**src/dsv_pkg.sv**
```systemverilog
// ----------------------------------------------------------------------------
// dsv_pkg
// types, codes and constants of the date string validator
// ----------------------------------------------------------------------------
package dsv_pkg;

    // string layout
    localparam int unsigned DATE_LENGTH = 10;
    localparam logic [3:0]  POS_MAX     = 4'd15;
    localparam logic [3:0]  POS_DOT_A   = 4'd2;
    localparam logic [3:0]  POS_DOT_B   = 4'd5;
    localparam logic [3:0]  POS_LAST    = 4'(DATE_LENGTH - 1);
    localparam logic [3:0]  POS_END     = 4'(DATE_LENGTH);

    // character codes
    localparam logic [7:0] CHAR_DOT  = 8'h2E;
    localparam logic [7:0] CHAR_ZERO = 8'h30;
    localparam logic [7:0] CHAR_NINE = 8'h39;

    // value limits
    localparam logic [6:0] MONTH_MAX   = 7'd12;
    localparam logic [6:0] MON_FEB     = 7'd2;
    localparam logic [6:0] MON_APR     = 7'd4;
    localparam logic [6:0] MON_JUN     = 7'd6;
    localparam logic [6:0] MON_SEP     = 7'd9;
    localparam logic [6:0] MON_NOV     = 7'd11;
    localparam logic [6:0] DAYS_LONG   = 7'd31;
    localparam logic [6:0] DAYS_SHORT  = 7'd30;
    localparam logic [6:0] DAYS_FEB_LY = 7'd29;
    localparam logic [6:0] DAYS_FEB    = 7'd28;

    // result status codes
    typedef enum logic [2:0] {
        ST_OK       = 3'd0,
        ST_LENGTH   = 3'd1,
        ST_NONDIGIT = 3'd2,
        ST_NODOT    = 3'd3,
        ST_MONTH    = 3'd4,
        ST_DAY      = 3'd5,
        ST_DAYS     = 3'd6
    } t_status;

    // first structure error seen in the string
    typedef enum logic [1:0] {
        SE_NONE     = 2'd0,
        SE_NONDIGIT = 2'd1,
        SE_NODOT    = 2'd2
    } t_serr;

    // one classified string, front to back
    typedef struct packed {
        t_status     status;
        logic        leap;
        logic [6:0]  day;
        logic [6:0]  month;
        logic [13:0] year;
    } t_rec;

    // queue depth
    localparam int unsigned QDEPTH = 2;

endpackage

```
**src/dsv_front.sv**
```systemverilog
// ----------------------------------------------------------------------------
// dsv_front
// accepts characters, checks structure, builds day, month and year
// ----------------------------------------------------------------------------
module dsv_front (
    input  logic          i_clk,
    input  logic          i_rst_n,
    input  logic          i_valid,
    output logic          o_ready,
    input  logic [7:0]    i_char_code,
    input  logic          i_is_last,
    input  logic          i_q_ready,
    output logic          o_q_push,
    output dsv_pkg::t_rec o_q_rec
);
    import dsv_pkg::*;

    logic [3:0]  r_pos,   n_pos;
    t_serr       r_err,   n_err;
    logic [6:0]  r_day,   n_day;
    logic [6:0]  r_month, n_month;
    logic [13:0] r_year,  n_year;
    logic [3:0]  r_dig [4];
    logic [3:0]  n_dig [4];

    logic        accept;
    logic        is_digit;
    logic [3:0]  dig;
    logic        dot_pos;
    logic [9:0]  day_mul;
    logic [9:0]  month_mul;
    logic [16:0] year_mul;
    logic [4:0]  lo_mod;
    logic [4:0]  hi_mod;
    logic        lo_zero;

    assign o_ready = i_q_ready;
    assign accept  = i_valid && o_ready;

    // character class
    assign is_digit = (i_char_code >= CHAR_ZERO) && (i_char_code <= CHAR_NINE);
    assign dig      = is_digit ? 4'(i_char_code - CHAR_ZERO) : 4'd0;
    assign dot_pos  = (r_pos == POS_DOT_A) || (r_pos == POS_DOT_B);

    // times ten plus digit
    assign day_mul   = {r_day, 3'b000} + {2'b00, r_day, 1'b0} + {6'd0, dig};
    assign month_mul = {r_month, 3'b000} + {2'b00, r_month, 1'b0} + {6'd0, dig};
    assign year_mul  = {r_year, 3'b000} + {2'b00, r_year, 1'b0} + {13'd0, dig};

    // next state of the string being parsed
    always_comb begin
        n_err   = r_err;
        n_day   = r_day;
        n_month = r_month;
        n_year  = r_year;
        n_dig   = r_dig;
        if (r_pos < POS_END) begin
            if (dot_pos) begin
                if ((i_char_code != CHAR_DOT) && (r_err == SE_NONE)) begin
                    n_err = SE_NODOT;
                end
            end else begin
                if (!is_digit && (r_err == SE_NONE)) begin
                    n_err = SE_NONDIGIT;
                end
                if (r_pos < POS_DOT_A) begin
                    n_day = day_mul[6:0];
                end else if (r_pos < POS_DOT_B) begin
                    n_month = month_mul[6:0];
                end else begin
                    n_year   = year_mul[13:0];
                    n_dig[3] = r_dig[2];
                    n_dig[2] = r_dig[1];
                    n_dig[1] = r_dig[0];
                    n_dig[0] = dig;
                end
            end
        end
        n_pos = (r_pos == POS_MAX) ? POS_MAX : r_pos + 4'd1;
    end

    // leap year from the last four year digits: mod 4 of 10a+b is mod 4 of 2a+b
    assign lo_mod  = {n_dig[1], 1'b0} + {1'b0, n_dig[0]};
    assign hi_mod  = {n_dig[3], 1'b0} + {1'b0, n_dig[2]};
    assign lo_zero = (n_dig[1] == 4'd0) && (n_dig[0] == 4'd0);

    // record handed to the back end
    always_comb begin
        o_q_rec.day   = n_day;
        o_q_rec.month = n_month;
        o_q_rec.year  = n_year;
        o_q_rec.leap  = (lo_mod[1:0] == 2'd0) && (!lo_zero || (hi_mod[1:0] == 2'd0));
        if (r_pos != POS_LAST) begin
            o_q_rec.status = ST_LENGTH;
        end else if (n_err == SE_NONDIGIT) begin
            o_q_rec.status = ST_NONDIGIT;
        end else if (n_err == SE_NODOT) begin
            o_q_rec.status = ST_NODOT;
        end else begin
            o_q_rec.status = ST_OK;
        end
    end

    assign o_q_push = accept && i_is_last;

    // parse state, cleared after the last character
    always_ff @(posedge i_clk) begin
        if (!i_rst_n || (accept && i_is_last)) begin
            r_pos   <= '0;
            r_err   <= SE_NONE;
            r_day   <= '0;
            r_month <= '0;
            r_year  <= '0;
            for (int k = 0; k < 4; k++) begin
                r_dig[k] <= '0;
            end
        end else if (accept) begin
            r_pos   <= n_pos;
            r_err   <= n_err;
            r_day   <= n_day;
            r_month <= n_month;
            r_year  <= n_year;
            r_dig   <= n_dig;
        end
    end

endmodule

```
**src/dsv_fifo.sv**
```systemverilog
// ----------------------------------------------------------------------------
// dsv_fifo
// two-entry queue of classified strings between front and back
// ----------------------------------------------------------------------------
module dsv_fifo (
    input  logic          i_clk,
    input  logic          i_rst_n,
    input  logic          i_push,
    input  dsv_pkg::t_rec i_rec,
    output logic          o_ready,
    input  logic          i_pop,
    output logic          o_valid,
    output dsv_pkg::t_rec o_rec
);
    import dsv_pkg::*;

    t_rec       r_mem [QDEPTH];
    logic       r_wp, n_wp;
    logic       r_rp, n_rp;
    logic [1:0] r_cnt, n_cnt;
    logic       do_push;
    logic       do_pop;

    assign o_ready = (r_cnt != 2'(QDEPTH));
    assign o_valid = (r_cnt != 2'd0);
    assign o_rec   = r_mem[r_rp];
    assign do_push = i_push && o_ready;
    assign do_pop  = i_pop && o_valid;

    // pointer and count update
    always_comb begin
        n_wp  = do_push ? ~r_wp : r_wp;
        n_rp  = do_pop ? ~r_rp : r_rp;
        n_cnt = r_cnt + {1'b0, do_push} - {1'b0, do_pop};
    end

    always_ff @(posedge i_clk) begin
        if (!i_rst_n) begin
            r_wp  <= 1'b0;
            r_rp  <= 1'b0;
            r_cnt <= '0;
        end else begin
            r_wp  <= n_wp;
            r_rp  <= n_rp;
            r_cnt <= n_cnt;
        end
    end

    // entry storage
    always_ff @(posedge i_clk) begin
        if (do_push) begin
            r_mem[r_wp] <= i_rec;
        end
    end

endmodule

```
**src/dsv_back.sv**
```systemverilog
// ----------------------------------------------------------------------------
// dsv_back
// value checks on a classified string and the output register
// ----------------------------------------------------------------------------
module dsv_back (
    input  logic          i_clk,
    input  logic          i_rst_n,
    input  logic          i_q_valid,
    input  dsv_pkg::t_rec i_q_rec,
    output logic          o_q_pop,
    output logic          o_valid,
    input  logic          i_ready,
    output logic [2:0]    o_status,
    output logic [6:0]    o_day_value,
    output logic [6:0]    o_month_value,
    output logic [13:0]   o_year_value
);
    import dsv_pkg::*;

    logic        r_valid;
    logic [2:0]  r_status, n_status;
    logic [6:0]  r_day,    n_day;
    logic [6:0]  r_month,  n_month;
    logic [13:0] r_year,   n_year;
    logic        short_month;
    logic        struct_bad;

    assign o_q_pop = i_q_valid && (!r_valid || i_ready);

    assign short_month = (i_q_rec.month == MON_APR) || (i_q_rec.month == MON_JUN)
                      || (i_q_rec.month == MON_SEP) || (i_q_rec.month == MON_NOV);
    assign struct_bad  = (i_q_rec.status != ST_OK);

    // month, day, short month, february, in that order
    always_comb begin
        t_status st;
        st = i_q_rec.status;
        if (!struct_bad) begin
            if ((i_q_rec.month == 7'd0) || (i_q_rec.month > MONTH_MAX)) begin
                st = ST_MONTH;
            end else if ((i_q_rec.day == 7'd0) || (i_q_rec.day > DAYS_LONG)) begin
                st = ST_DAY;
            end else if (short_month && (i_q_rec.day > DAYS_SHORT)) begin
                st = ST_DAYS;
            end else if ((i_q_rec.month == MON_FEB) && i_q_rec.leap
                         && (i_q_rec.day > DAYS_FEB_LY)) begin
                st = ST_DAYS;
            end else if ((i_q_rec.month == MON_FEB) && !i_q_rec.leap
                         && (i_q_rec.day > DAYS_FEB)) begin
                st = ST_DAYS;
            end
        end
        n_status = st;
        n_day    = struct_bad ? 7'd0  : i_q_rec.day;
        n_month  = struct_bad ? 7'd0  : i_q_rec.month;
        n_year   = struct_bad ? 14'd0 : i_q_rec.year;
    end

    // output valid
    always_ff @(posedge i_clk) begin
        if (!i_rst_n) begin
            r_valid <= 1'b0;
        end else if (o_q_pop) begin
            r_valid <= 1'b1;
        end else if (i_ready) begin
            r_valid <= 1'b0;
        end
    end

    // output word
    always_ff @(posedge i_clk) begin
        if (o_q_pop) begin
            r_status <= n_status;
            r_day    <= n_day;
            r_month  <= n_month;
            r_year   <= n_year;
        end
    end

    assign o_valid       = r_valid;
    assign o_status      = r_status;
    assign o_day_value   = r_day;
    assign o_month_value = r_month;
    assign o_year_value  = r_year;

endmodule

```
**src/date_string_validator.sv**
```systemverilog
// ----------------------------------------------------------------------------
// date_string_validator
// DD.MM.YYYY date string checker with parsed day, month and year
// ----------------------------------------------------------------------------
// Input channel (i_valid / o_ready): one character word per cycle, i_is_last
// set on the final character of a string. Output channel (o_valid /
// i_ready): one result word per string, status code plus parsed fields.
// Characters are taken at one per cycle while o_ready is high; strings may follow back to back.
// Result path: the result of a string is written into a queue entry when its
// last character is accepted, then into the output register; words already
// waiting ahead of it in the queue are passed out first.
// Throughput: one character per cycle while o_ready is high, set by the single
// parse stage; a result word can leave every cycle while i_ready is high.
// A two-entry queue sits between the parser and the checker. When the
// receiver stalls, the output register holds its word, the queue fills, and
// o_ready drops only once the queue is full.
// Reset clears the parse state, empties the queue and drops o_valid; a
// partly received string is discarded.
// ----------------------------------------------------------------------------
module date_string_validator (
    input  logic        i_clk,
    input  logic        i_rst_n,
    input  logic        i_valid,
    output logic        o_ready,
    input  logic [7:0]  i_char_code,
    input  logic        i_is_last,
    output logic        o_valid,
    input  logic        i_ready,
    output logic [2:0]  o_status,
    output logic [6:0]  o_day_value,
    output logic [6:0]  o_month_value,
    output logic [13:0] o_year_value
);
    import dsv_pkg::*;

    logic q_ready;
    logic q_push;
    t_rec q_in;
    logic q_valid;
    logic q_pop;
    t_rec q_out;

    // parser
    dsv_front u_front (
        .i_clk       (i_clk),
        .i_rst_n     (i_rst_n),
        .i_valid     (i_valid),
        .o_ready     (o_ready),
        .i_char_code (i_char_code),
        .i_is_last   (i_is_last),
        .i_q_ready   (q_ready),
        .o_q_push    (q_push),
        .o_q_rec     (q_in)
    );

    // queue
    dsv_fifo u_fifo (
        .i_clk   (i_clk),
        .i_rst_n (i_rst_n),
        .i_push  (q_push),
        .i_rec   (q_in),
        .o_ready (q_ready),
        .i_pop   (q_pop),
        .o_valid (q_valid),
        .o_rec   (q_out)
    );

    // value checks and output register
    dsv_back u_back (
        .i_clk         (i_clk),
        .i_rst_n       (i_rst_n),
        .i_q_valid     (q_valid),
        .i_q_rec       (q_out),
        .o_q_pop       (q_pop),
        .o_valid       (o_valid),
        .i_ready       (i_ready),
        .o_status      (o_status),
        .o_day_value   (o_day_value),
        .o_month_value (o_month_value),
        .o_year_value  (o_year_value)
    );

endmodule

```
**config.mk**
```make
export PLATFORM = sky130hd
export DESIGN_NAME = date_string_validator
export DESIGN_NICKNAME = d
export VERILOG_FILES = /design/src/dsv_pkg.sv /design/src/dsv_front.sv /design/src/dsv_fifo.sv /design/src/dsv_back.sv /design/src/date_string_validator.sv
export SDC_FILE = /design/constraint.sdc
export NUM_CORES = 1
export LEC_CHECK = 0
export ABC_AREA = 1
export BUFFER_PORTS_ARGS = -buffer_cell sky130_fd_sc_hd__buf_2
export CORE_MARGIN = 5
export CORE_UTILIZATION = 55
export CTS_CLUSTER_DIAMETER = 50
export DETAILED_ROUTE_END_ITERATION = 16
export PLACE_DENSITY = 0.77
export SYNTH_ARGS = -nofsm -noshare
export SYNTH_HDL_FRONTEND = slang
export SYNTH_SLANG_ARGS = --single-unit
```
**constraint.sdc**
```tcl
create_clock -name i_clk -period 2.74 [get_ports i_clk]
set_input_delay 0.411 -clock i_clk [delete_from_list [all_inputs] [get_ports i_clk]]
set_output_delay 0.411 -clock i_clk [all_outputs]
set_load 0.01 [all_outputs]
```
# After elaboration in Yosys (flattened, before gate mapping)
# Memory sizes are Yosys's and may differ from the RTL's. A register that Yosys moved wholly into a read port is not among the register bits.
# Cells that the tools add are included.
[totals]
register_bits = 86
mem_bits_rw = 64
inputBits = 13
out_inout_bits = 33
elab_cells = 130
n_memories = 1
[mem_list]
columns = ["memory", "words", "width", "rd", "rd_ports_with_merged_regs", "wr", "line", "text"]
rows = [
  ["u_fifo.r_mem", 2, 32, 1, 1, 1, "dsv_fifo.sv:17", "t_rec r_mem [QDEPTH];"],
]
[op_classes]
n_addsub = 12
n_lt_le_gt_ge = 10
n_eq_ne = 13
muxes = 36
bitwise_logic = 2
reduce_logical = 39
[op_table]
columns = ["op", "count"]
rows = [
  ["two-way mux 16 bit", 4],
  ["two-way mux 14 bit", 4],
  ["two-way mux 7 bit", 7],
  ["> comparator 7 x 5 -> 1 bit (second input constant)", 4],
  ["two-way mux 3 bit", 8],
  ["logical AND 1 bit", 15],
  ["adder 14 bit", 1],
  ["adder 14 x 4 -> 14 bit", 1],
  ["adder 7 x 4 -> 7 bit", 2],
  ["adder 7 bit", 2],
  ["equality test 7 x 3 -> 1 bit (second input constant)", 2],
  ["equality test 7 x 4 -> 1 bit (second input constant)", 2],
  ["logical NOT 7 bit", 2],
  ["two-way mux 2 bit", 5],
  ["logical OR 1 bit", 9],
  ["greater-or-equal comparator 8 x 6 -> 1 bit (second input constant)", 1],
  ["less-or-equal comparator 8 x 6 -> 1 bit (second input constant)", 1],
  ["logical NOT 4 bit", 2],
  ["two-way mux 4 bit", 2],
  ["inequality test 8 x 6 -> 1 bit (second input constant)", 1],
  ["equality test 7 x 2 -> 1 bit (second input constant)", 1],
  ["> comparator 7 x 4 -> 1 bit (second input constant)", 1],
  ["logical NOT 2 bit", 3],
  ["two-way mux 1 bit", 6],
  ["other kinds (19)", 26],
]

# Longest topological paths before layout
# Gate-level depths: netlist of the first run.
[logic_depth]
ltp_word = 12
mapped_depth = 19
depth_no_buf = 19

# Modules after synthesis
# A second synthesis of the first run with hierarchy kept.
[unflattened]
cells_unflattened = 850
area_unflattened_um2 = 8054.0
[by_module_without_submodules]
columns = ["mod", "instances", "cells_each", "area_per_inst_um2", "seq_area_each_um2"]
rows = [
  ["dsv_front", 1, 573, 3803.6, 900.9],
  ["dsv_fifo", 1, 136, 2706.3, 2021.9],
  ["dsv_back", 1, 141, 1544.0, 950.9],
]

# Worst setup path after synthesis of the first run
# OpenSTA, ideal clock, no wires.
[synth_path]
kind = "input -> register"
from = "input port i_ready"
to = "register u_fifo.r_cnt[1]"
setup_ns = 0.070
t_arrival_ns = 2.905
t_required_ns = 2.670
slack_ns = -0.234
cell_stages = 8
n_path_buf = 0
cell_sequence = "nor2_1 nor2_1 ha_1 inv_1 ha_1 xor2_1 o21ai_0 a21oi_1"
[synth_between]
elab_chain_len = 4
[synth_rtl]
columns = ["element", "line", "text"]
rows = [
  ["from (decl)", "date_string_validator.sv:28", "input logic i_ready,"],
  ["logical OR 1 bit", "dsv_back.sv:28", "assign o_q_pop = i_q_valid && (!r_valid || i_ready);"],
  ["logical AND 1 bit", "dsv_back.sv:28", ""],
  ["net q_pop", "date_string_validator.sv:40", "logic q_pop;"],
  ["logical AND 1 bit", "dsv_fifo.sv:28", "assign do_pop = i_pop && o_valid;"],
  ["subtractor 2 x 1 -> 2 bit", "dsv_fifo.sv:34", "n_cnt = r_cnt + {1'b0, do_push} - {1'b0, do_pop};"],
  ["to (signal assigned)", "dsv_fifo.sv:45", "r_cnt <= n_cnt;"],
  ["to (decl)", "dsv_fifo.sv:20", "logic [1:0] r_cnt, n_cnt;"],
]
# The timed path passes the listed nets, and every way through them passes these cells.
# A chain may end at the register's enable or synchronous reset.

==> results of run 1 <==
layout make-up:
type,count,area [sq um],area share
Timing Repair Buffer,77,478,0.0555
Clock inverter,15,148,0.0171
Clock buffer,17,425,0.0494
Inverter,121,454,0.0527
Multi-Input combinational cell,561,3080,0.357
Sequential cell,144,3810,0.443
Tap cell,176,220,0.0256
state kept, by name (all words and copies together), names as in the netlist, 7 cells and up, named ones only:
signal,count
u_fifo.r_mem,62
u_back.o_year_value,14
u_front.r_year,14
u_front.r_dig,11
u_back.o_day_value,7
u_back.o_month_value,7
u_front.r_day,7
u_front.r_month,7
synth_stat cells, types with 5 or more instances:
library cell / count / area [sq um]
clkbuf_1: 8 / 30.0
inv_2: 5 / 18.8
nand3_1: 42 / 210
ha_1: 48 / 601
nand2_2: 6 / 37.5
nand2_1: 198 / 743
inv_1: 116 / 435
dfxtp_1: 51 / 1020
nor2_1: 69 / 259
buf_2: 12 / 60.1
o21ai_1: 19 / 95.1
xor2_1: 8 / 70.1
or2_2: 5 / 31.3
edfxtp_1: 93 / 2790
a21oi_1: 65 / 325
o211ai_1: 6 / 45.0
nand4_1: 8 / 50.1
o21ai_0: 48 / 240
kinds of logic after synthesis:
| logic type | Yosys count |
|---|---|
| AOI/OAI and AO/OA | 151 |
| xor gates and xnor gates | 11 |
| adders and majority gates | 51 |
| buffers and inverters | 150 |
| DFF | 144 |
| muxes | 4 |
| and+or+nand+nor | 344 |
final timing paths:
kind                                   from                              to  slack (ps)
min                                 i_rst_n      u_fifo.r_cnt[0]$_SDFF_PN0_         260
max reg2reg  u_front.r_year[0]$_SDFFE_PP0P_  u_front.r_year[7]$_SDFFE_PP0P_         340
min reg2reg        u_fifo.r_rp$_SDFFE_PN0P_        u_fifo.r_rp$_SDFFE_PN0P_         460
max                          i_char_code[7]   u_fifo.r_mem[0][20]$_DFFE_PP_         170
metal layers:
| layer | global-route usage | share of wire | vias up |
|---|---|---|---|
| met5 | 0 | 0 | - |
| met3 | 0.0509 | 0.062 | 20 |
| met1 | 0.256 | 0.46 | 2632 |
| li1 | - | - | 2965 |
| met2 | 0.319 | 0.47 | 159 |
| met4 | 0.0612 | 0.013 | 0 |
repair_timing:
item,CTS,global route
setup buffers,0,1
hold buffers,0,0
setup endpoints to repair,0,2
gates resized for setup,0,1
power breakdown:
part | total (mW) | switching (mW) | internal, mW
clock | 2.22 | 0.949 | 1.27
sequential | 3.02 | 0.187 | 2.83
combinational | 2.04 | 1.34 | 0.706
worst max-delay path: cells and delay by family:
family,cells,cell delay [ps]
and+or+nand+nor,8,800
AOI/OAI and AO/OA,1,130
buffers and inverters,6,580
adders and majority gates,2,810
==> impl_metrics.csv, run 1 <==
group,metric,value,unit
sta,fmax,389,MHz
yosys,syn_area,0.00750,sq mm
sta,fin_skew,10.8,ps
clock_network,cts_root_buf,"clkbuf_16",
sta,period_share,0.938,
worst_setup_path,reg2reg_depth,13,
yosys,synth_cell_types,41,
cells_and_area,layout.nets,986,
worst_setup_path,worstPathMaxFanout,4,
worst_setup_path,max_stage_delay,480,ps
routing,vias,5776,
run,maxCapViolations,0,
yosys,yosys.area_share.adder,0.0880,
floorplan,num_rows,42,
place,routabilityCongestion,0.883,
clock_network,cts_tree,"done",
worst_setup_path,critPathKind,"primary input to flip-flop",
sta,worst_slew_pin_slew,697,ps
cells_and_area,fill_cells,1053,
yosys,ys_seq_elements,144,
routing,drc,0,
yosys,netlist_instances,855,
grt,grt_pass1_vias,5470,
routing,drtPass1Iterations,5,
min_path,min_path_cells,3,
yosys,synth_mux_area_frac,0.00534,
floorplan,ios,46,
grt,grtUsageTotal,0.195,
worst_setup_path,critPathMostFrequentCell,"nand2_1",
sta,hold_viol,0,
place,dpl_cell_area,0.00803,sq mm
power,power_density,846,mW/mm^2
clock_network,clockBufferDepth,2,
grt,antenna_found_initial,0,
yosys,synth_top_family_by_area,"simple AND/OR/NAND/NOR gates",
routing,drt_iter0_drc,383,
cells_and_area,area_delta_synth_final,14.8,%
yosys,synth_seq_area_share,0.508,
clock_network,clock-sinks,144,
sta,holdWs,256,ps
routing,totalWireLength,14900,um
worst_setup_path,path_cells,"buf_2, nor2_1, nand4_1, inv_1, buf_4, buf_4, nand2_1, nand2_1, inv_1, ha_1, fa_1, nand3_1, nand2_1, nand2_1, nand3_1, o21ai_0, inv_1",
routing,ant_nets,0,
floorplan,die_h,127,um
worst_setup_path,cp.arrival,2730,ps
place,place_hpwl,10300,um
power,totalPowerFinal,7.29,mW
sta,tns,0,ps
worst_setup_path,cp-end-kind,"flip-flop",
yosys,syn_area_per_cell,8.78,sq um
yosys,synth_compound_area_frac,0.108,
sta,drv_slew,0,
worst_setup_path,cp.required,2900,ps
power,p_leak,4.17,nW
clock_network,clk_latency,430,ps
clock_network,path_clk_slew,60,ps
sta,slew-limit-headroom,0.531,
yosys,synth_ff_type,"edfxtp_1",
run_status,status,"complete, no violations",
place,place_ws,-187,ps
yosys,async_reset_ff_frac,0,
worst_setup_path,crit_path_top_delay_cell,"fa_1",
yosys,synth_fp_nets,919,
sta,finalSetupViolations,0,
min_path,hp-class,"primary input to flip-flop",
cells_and_area,diodes,0,
cells_and_area,drive_gt1_frac,0.144,
cells_and_area,layout_common_cells,"nand2_1 (198), inv_1 (116), edfxtp_1 (93), nor2_1 (65), a21oi_1 (65)",
sta,setup_ws,170,ps
routing,routedWlPerCell,13.4,um
place,port_buffers,45,
cells_and_area,stdcell_count,1111,
routing,viasPerCell,5.20,
floorplan,die_w,127,um
worst_setup_path,cp-start-kind,"primary input",
sta,period_minus_slack,2570,ps
clock_network,cts_buffers,17,
yosys,synth-simple-area-share,0.195,
yosys,synth-xor-area-share,0.0128,
place,dpl.cell_count,1078,
clock_network,h-tree-depth,4,
grt,grt_max_degree,47,
floorplan,die-area,0.0161,sq mm
yosys,synth_edf_count,93,
power,ir_worst_vdd,0.433,mV
floorplan,initial_utilization,0.564,
grt,grt_overflow,0,
cells_and_area,layout_commonest_cell,"nand2_1",
floorplan,core-area,0.0133,sq mm
cells_and_area,postLayoutCoreUtil,0.648,
yosys,ys_warn_count,0,
grt,grt_pass1_wl,25300,um
cells_and_area,fin_area,0.00862,sq mm
Power figures use the tool's default switching activity.
==> run 2, diff against run 1 <==
--- a/config.mk
+++ b/config.mk
@@ -5,7 +5,6 @@
 export SDC_FILE = /design/constraint.sdc
 export NUM_CORES = 1
 export LEC_CHECK = 0
-export ABC_AREA = 1
 export BUFFER_PORTS_ARGS = -buffer_cell sky130_fd_sc_hd__buf_2
 export CORE_MARGIN = 5
 export CORE_UTILIZATION = 55
==> run 2 against run 1 <==
Combinational power decreased by 37%. Register-to-register slack got worse by 30 ps. Clock skew decreased by 2.2 ps. Critical endpoint is now u_fifo.r_mem[0][9]$_DFFE_PP_.
==> impl_metrics.csv, run 2 <==
group,metric,value,unit
run_status,status,"complete, no violations",
sta,fmax,380,MHz
place,routabilityCongestion,0.908,
floorplan,die-area,0.0154,sq mm
power,p_switching,1.81,mW
sta,period_minus_slack,2630,ps
power,combinationalPowerShare,0.201,
worst_setup_path,path_cells,"buf_2, nor2_4, and3_4, and3_4, xor2_1, ha_1, ha_1, a21o_1, a21oi_2, o31a_1, buf_4, xnor2_2, nand2_1, nand2_2",
sta,fin_skew,8.57,ps
worst_setup_path,r2r_end,"u_fifo.r_mem[0][9]$_DFFE_PP_",
floorplan,core-area,0.0127,sq mm
cells_and_area,stdcell_count,911,
clock_network,path_clk_slew,60,ps
power,internal_power,4.54,mW
cells_and_area,layout.nets,790,
cells_and_area,area_delta_synth_final,17.2,%
worst_setup_path,crit_path_top_delay_cell,"o31a_1",
cells_and_area,seq_area,0.00381,sq mm
yosys,syn_area,0.00714,sq mm
sta,drv_slew,0,
clock_network,cts_buffers,17,
place,dpl_cell_area,0.00773,sq mm
clock_network,cts_root_buf,"clkbuf_16",
yosys,ys_seq_elements,144,
sta,hold_viol,0,
sta,period_share,0.960,
yosys,synth_top_cell_by_area,"edfxtp_1",
place,dpl.cell_count,877,
floorplan,die_w,124,um
worst_setup_path,worstReg2RegStart,"u_front.r_year[0]$_SDFFE_PP0P_",
clock_network,clock-sinks,144,
grt,grt_max_degree,33,
yosys,yosys.area_share.adder,0.0926,
clock_network,h-tree-depth,4,
worst_setup_path,reg2reg_depth,10,
clock_network,clockBufferDepth,2,
grt,grtUsageTotal,0.204,
yosys,netlist_instances,655,
floorplan,ios,46,
cells_and_area,fill_cells,981,
grt,antenna_found_initial,0,
yosys,ys_warn_count,0,
yosys,async_reset_ff_frac,0,
worst_setup_path,cp.arrival,2790,ps
routing,drtPass1Iterations,5,
power,seq_power_share,0.446,
routing,vias,5033,
power,power_density,759,mW/mm^2
sta,holdWs,272,ps
routing,drc,0,
grt,grt_pass1_wl,24000,um
cells_and_area,layout_common_cells,"edfxtp_1 (93), nand2_1 (85), nor2_1 (84), dfxtp_1 (50), ha_1 (47)",
yosys,synth_compound_area_frac,0.0950,
routing,ant_nets,0,
grt,grt_overflow,0,
run,maxCapViolations,0,
power,ir_worst_vdd,0.370,mV
yosys,synth_seq_area_share,0.534,
cells_and_area,largest_reg_flops,62,
sta,rsz0062_at_grt,"yes",
worst_setup_path,cp-start-kind,"primary input",
yosys,synth_top_family_by_area,"simple AND/OR/NAND/NOR gates",
power,totalPowerFinal,6.35,mW
sta,tns,0,ps
yosys,synth_ff_type,"edfxtp_1",
yosys,synth_commonest_cells,"edfxtp_1 (93), nor2_1 (87), nand2_1 (86)",
cells_and_area,drive_gt1_frac,0.202,
yosys,synth_fp_nets,719,
cells_and_area,largest-register,"u_fifo.r_mem",
floorplan,num_rows,41,
cells_and_area,postLayoutCoreUtil,0.660,
worst_setup_path,cp-end-kind,"flip-flop",
worst_setup_path,crit_path_end,"u_fifo.r_mem[0][9]$_DFFE_PP_",
routing,viasPerCell,5.52,
cells_and_area,fin_area,0.00837,sq mm
power,p_sw_frac,0.285,
yosys,synth-simple-area-share,0.157,
sta,finalSetupViolations,0,
yosys,synth_area_leaders,"edfxtp_1 (39%), dfxtp_1 (14%), ha_1 (8.4%)",
grt,grt_pass1_vias,4982,
yosys,synth_cell_types,60,
sta,slew-limit-headroom,0.372,
yosys,synth-xor-area-share,0.0393,
clock_network,holdBufCountCts,0,
worst_setup_path,cp.required,2900,ps
floorplan,initial_utilization,0.563,
routing,routedWlPerCell,15.9,um
yosys,synth_top_area_frac,0.391,
min_path,hp-class,"primary input to flip-flop",
yosys,synth_edf_count,93,
cells_and_area,layout_commonest_cell,"edfxtp_1",
clock_network,cts_tree,"done",
yosys,syn_area_per_cell,10.9,sq um
power,p_leak,3.35,nW
cells_and_area,diodes,0,
floorplan,die_h,124,um
worst_setup_path,max_stage_delay,320,ps
worst_setup_path,worstPathMaxFanout,5,
worst_setup_path,r2r_slack,310,ps
place,place_hpwl,10100,um
clock_network,clk_latency,430,ps
worst_setup_path,critPathKind,"primary input to flip-flop",
worst_setup_path,crit_path_start,"i_char_code[7]",
routing,drt_iter0_drc,321,
place,port_buffers,45,
power,clkPwrFrac,0.354,
sta,worst_slew_pin_slew,941,ps
routing,totalWireLength,14500,um
sta,setup_ws,110,ps
place,place_ws,-325,ps
yosys,synth_mux_area_frac,0.0552,
cells_and_area,multi_input_area,0.00323,sq mm
yosys,synth_most_common_cell,"edfxtp_1",
[run 2: changes by cell type in the layout (fill, tap and decap cells not counted), sizes merged, moves of 18 or more]
cell and change:
nand3 -36, inv -115, mux2i +26, xnor2 +20, a21oi -18, nand2 -117, o21ai -49
[run 2: repair_timing]
action / 4_1_cts / 5_1_grt
setup endpoints to repair: 0 / 10
endpoints found under the hold margin: 0 / 0
setup buffers: 0 / 2
gates resized for setup: 0 / 11
[run 2: worst max-delay path, delay by kind of cell]
kind,cells,cell delay (ps)
compound gates,3,540
fa+ha+maj,2,570
xor+xnor,2,290
buf+inv,2,260
simple gates,5,710
[run 2: cell type report]
type,instances,area share
clock buffer,19,0.0529
clock inverter,13,0.0163
inverter,11,0.00493
multi-input combinational,474,0.386
sequential,144,0.456
tap,172,0.0257
timing repair buffer,78,0.0580
[run 2: how the worst min path moves through the flow]
stage | from | end | slack (ps) | cells after the start
2_1_floorplan | u_front.r_dig[11]$_SDFFE_PP0P_ | u_front.r_dig[11]$_SDFFE_PP0P_ | 430 | 2
3_3_place_gp | u_front.r_dig[11]$_SDFFE_PP0P_ | u_front.r_dig[11]$_SDFFE_PP0P_ | 440 | 2
3_5_place_dp | u_front.r_dig[11]$_SDFFE_PP0P_ | u_front.r_dig[11]$_SDFFE_PP0P_ | 440 | 2
4_1_cts | i_rst_n | flip-flop | 260 | 2
5_1_grt | i_rst_n | u_fifo.r_cnt[0]$_SDFF_PN0_ | 300 | 2
6_report | i_rst_n | flip-flop | 270 | 2
[run 2: power groups by stage]
stage	Combinational [mW]	Sequential [mW]	Clock (mW)
floorplan	0.822	2.91	0
global placement	1.23	2.86	0
detailed placement	1.26	2.87	0
CTS	1.28	2.83	2.28
global route	1.42	2.86	2.36
finish	1.28	2.83	2.25
[run 2: metal layers]
layer	vias up	routed length [um]	part of all wire	GRT usage
met5	-	0	0	0
met4	0	227	0.016	0.0671
met3	27	784	0.054	0.0441
met2	127	7050	0.49	0.344
met1	2384	6470	0.44	0.264
li1	2495	-	-	-
[run 2: cell families (layout without fill, tap and decap cells)]
family / count (synthesis) / count (layout)
AND/OR/NAND/NOR: 246 / 246
flip-flops: 144 / 144
AO/OA/AOI/OAI: 108 / 108
adder cells (fa/ha/maj): 51 / 51
multiplexers: 37 / 37
buffers and inverters: 37 / 121
XOR/XNOR: 32 / 32
==> run 3, diff against run 2 <==
--- a/config.mk
+++ b/config.mk
@@ -11,6 +11,7 @@
 export CTS_CLUSTER_DIAMETER = 50
 export DETAILED_ROUTE_END_ITERATION = 16
 export PLACE_DENSITY = 0.77
+export RECOVER_POWER = 25
 export SYNTH_ARGS = -nofsm -noshare
 export SYNTH_HDL_FRONTEND = slang
 export SYNTH_SLANG_ARGS = --single-unit
==> run 3 against run 2 <==
The run now ends with max-capacitance violations, max-slew violations left. Utilization down 0.35 points. Combinational power down 4%. Global-route usage unchanged. Setup slack better by 1.0 ps. First-iteration DRC count up 8.4%. Clock skew about the same. Sequential cell count unchanged. Cell count unchanged. Wire length about the same. Sequential power about the same. Critical path type unchanged.
==> impl_metrics.csv, run 3 (synthesized netlist as in run 2, its figures left out) <==
group,metric,value,unit
run_status,status,"complete, but fails checks",
run_status,violations,"max-capacitance violations, max-slew violations",
power,power_density,759,mW/mm^2
clock_network,clock-sinks,144,
cells_and_area,fin_area,0.00832,sq mm
grt,grtUsageTotal,0.204,
sta,hold_viol,0,
worst_setup_path,crit_path_top_delay_cell,"o31a_1",
routing,drt_iter0_drc,348,
cells_and_area,largest_reg_flops,62,
sta,slew-limit-headroom,-0.0737,
floorplan,core-area,0.0127,sq mm
worst_setup_path,worstPathMaxFanout,5,
cells_and_area,area_delta_synth_final,16.6,%
worst_setup_path,path_buf_inv,2,
cells_and_area,diodes,0,
clock_network,h-tree-depth,4,
sta,drv_slew,33,
clock_network,holdBufCountCts,0,
min_path,hp-class,"primary input to flip-flop",
sta,fmax,380,MHz
floorplan,num_rows,41,
routing,totalWireLength,14500,um
clock_network,cts_buffers,17,
cells_and_area,layout_common_cells,"edfxtp_1 (93), nand2_1 (85), nor2_1 (84), dfxtp_1 (50), ha_1 (47)",
grt,antenna_found_initial,0,
floorplan,die_h,124,um
grt,grt_max_degree,33,
routing,vias,5035,
cells_and_area,largest-register,"u_fifo.r_mem",
routing,ant_nets,0,
cells_and_area,postLayoutCoreUtil,0.657,
routing,viasPerCell,5.53,
sta,fin_skew,8.94,ps
worst_setup_path,max_stage_delay,320,ps
place,place_hpwl,10100,um
floorplan,die_w,124,um
cells_and_area,seq_area,0.00381,sq mm
routing,drc,0,
run,maxCapViolations,1,
floorplan,die-area,0.0154,sq mm
clock_network,cts_tree,"done",
cells_and_area,layout_commonest_cell,"edfxtp_1",
grt,grt_overflow,0,
clock_network,cts_root_buf,"clkbuf_16",
worst_setup_path,critPathTopFamily,"simple AND/OR/NAND/NOR gates",
cells_and_area,stdcell_count,911,
place,dpl.cell_count,877,
worst_setup_path,cp.required,2900,ps
cells_and_area,layout.nets,790,
worst_setup_path,critPathKind,"primary input to flip-flop",
worst_setup_path,cp.arrival,2790,ps
clock_network,clockBufferDepth,2,
place,dpl_cell_area,0.00773,sq mm
place,port_buffers,45,
grt,grt_pass1_vias,4982,
grt,grt_pass1_wl,24000,um
sta,rsz0062_at_grt,"yes",
clock_network,path_clk_slew,60,ps
place,routabilityCongestion,0.908,
worst_setup_path,path_cells,"buf_2, nor2_4, and3_4, and3_4, xor2_1, ha_1, ha_1, a21o_1, a21oi_2, o31a_1, buf_4, xnor2_2, nand2_1, nand2_2",
worst_setup_path,cp-end-kind,"flip-flop",
sta,period_minus_slack,2630,ps
power,p_leak,3.25,nW
sta,period_share,0.959,
power,totalPowerFinal,6.32,mW
floorplan,initial_utilization,0.563,
floorplan,ios,46,
sta,tns,0,ps
cells_and_area,multi_input_area,0.00323,sq mm
routing,drtPass1Iterations,5,
clock_network,clk_latency,430,ps
sta,worst_slew_pin_slew,1610,ps
sta,finalSetupViolations,0,
cells_and_area,drive_gt1_frac,0.157,
cells_and_area,fill_cells,1006,
worst_setup_path,cp-start-kind,"primary input",
routing,routedWlPerCell,16.0,um
power,ir_worst_vdd,0.368,mV
run 3: worst paths after layout:
| path | to | start | cells after the start | slack, ps |
|---|---|---|---|---|
| setup / recovery | u_fifo.r_mem[0][9]$_DFFE_PP_ | i_char_code[7] | 14 | 110 |
| hold / removal | flip-flop | i_rst_n | 2 | 280 |
| setup reg to reg | u_fifo.r_mem[0][9]$_DFFE_PP_ | u_front.r_year[0]$_SDFFE_PP0P_ | 10 | 320 |
| hold reg to reg | u_front.r_dig[11]$_SDFFE_PP0P_ | u_front.r_dig[11]$_SDFFE_PP0P_ | 2 | 450 |
run 3: per-layer routing:
| metal | track usage | part of all wire | wire length (um) |
|---|---|---|---|
| met1 | 0.264 | 0.45 | 6480 |
| met2 | 0.344 | 0.49 | 7120 |
| met3 | 0.0441 | 0.052 | 754 |
| met4 | 0.0671 | 0.013 | 184 |
| met5 | 0 | 0 | 0 |
run 3: metrics by stage:
step / setup slack, ps / hold slack, ps
final: 111 / 275
after global routing: -43.8 / 301
after CTS: 113 / 262
after detailed placement: -325 / 442
after global placement: -251 / 441
after floorplan: -36.1 / 431
run 3: worst reg2reg max path, cell delays in order (launching register included):
cell and delay (ps):
dfxtp_1 350, xor2_1 180, ha_1 340, ha_1 290
a21o_1 150, a21oi_2 70, o31a_1 320, buf_4 150
xnor2_2 130, nand2_1 90, nand2_2 90
run 3: where the power goes:
| part | internal (mW) | total (mW) | switching, mW |
|---|---|---|---|
| Sequential | 2.68 | 2.85 | 0.165 |
| Combinational | 0.463 | 1.23 | 0.764 |
| Clock | 1.36 | 2.24 | 0.884 |
| Total | 4.50 | 6.32 | 1.81 |
run 3: repair_timing:
action | in CTS | in global routing
setup endpoints to repair | 0 | 10
gates resized for setup | 0 | 11
setup buffers | 0 | 2
run 3: cell type report:
class                           instances  share of cell area
Timing Repair Buffer                   78              0.0531
Inverter                               11             0.00496
Sequential cell                       144               0.458
Clock buffer                           19              0.0532
Clock inverter                         13              0.0164
Tap cell                              172              0.0259
Multi-Input combinational cell        474               0.388
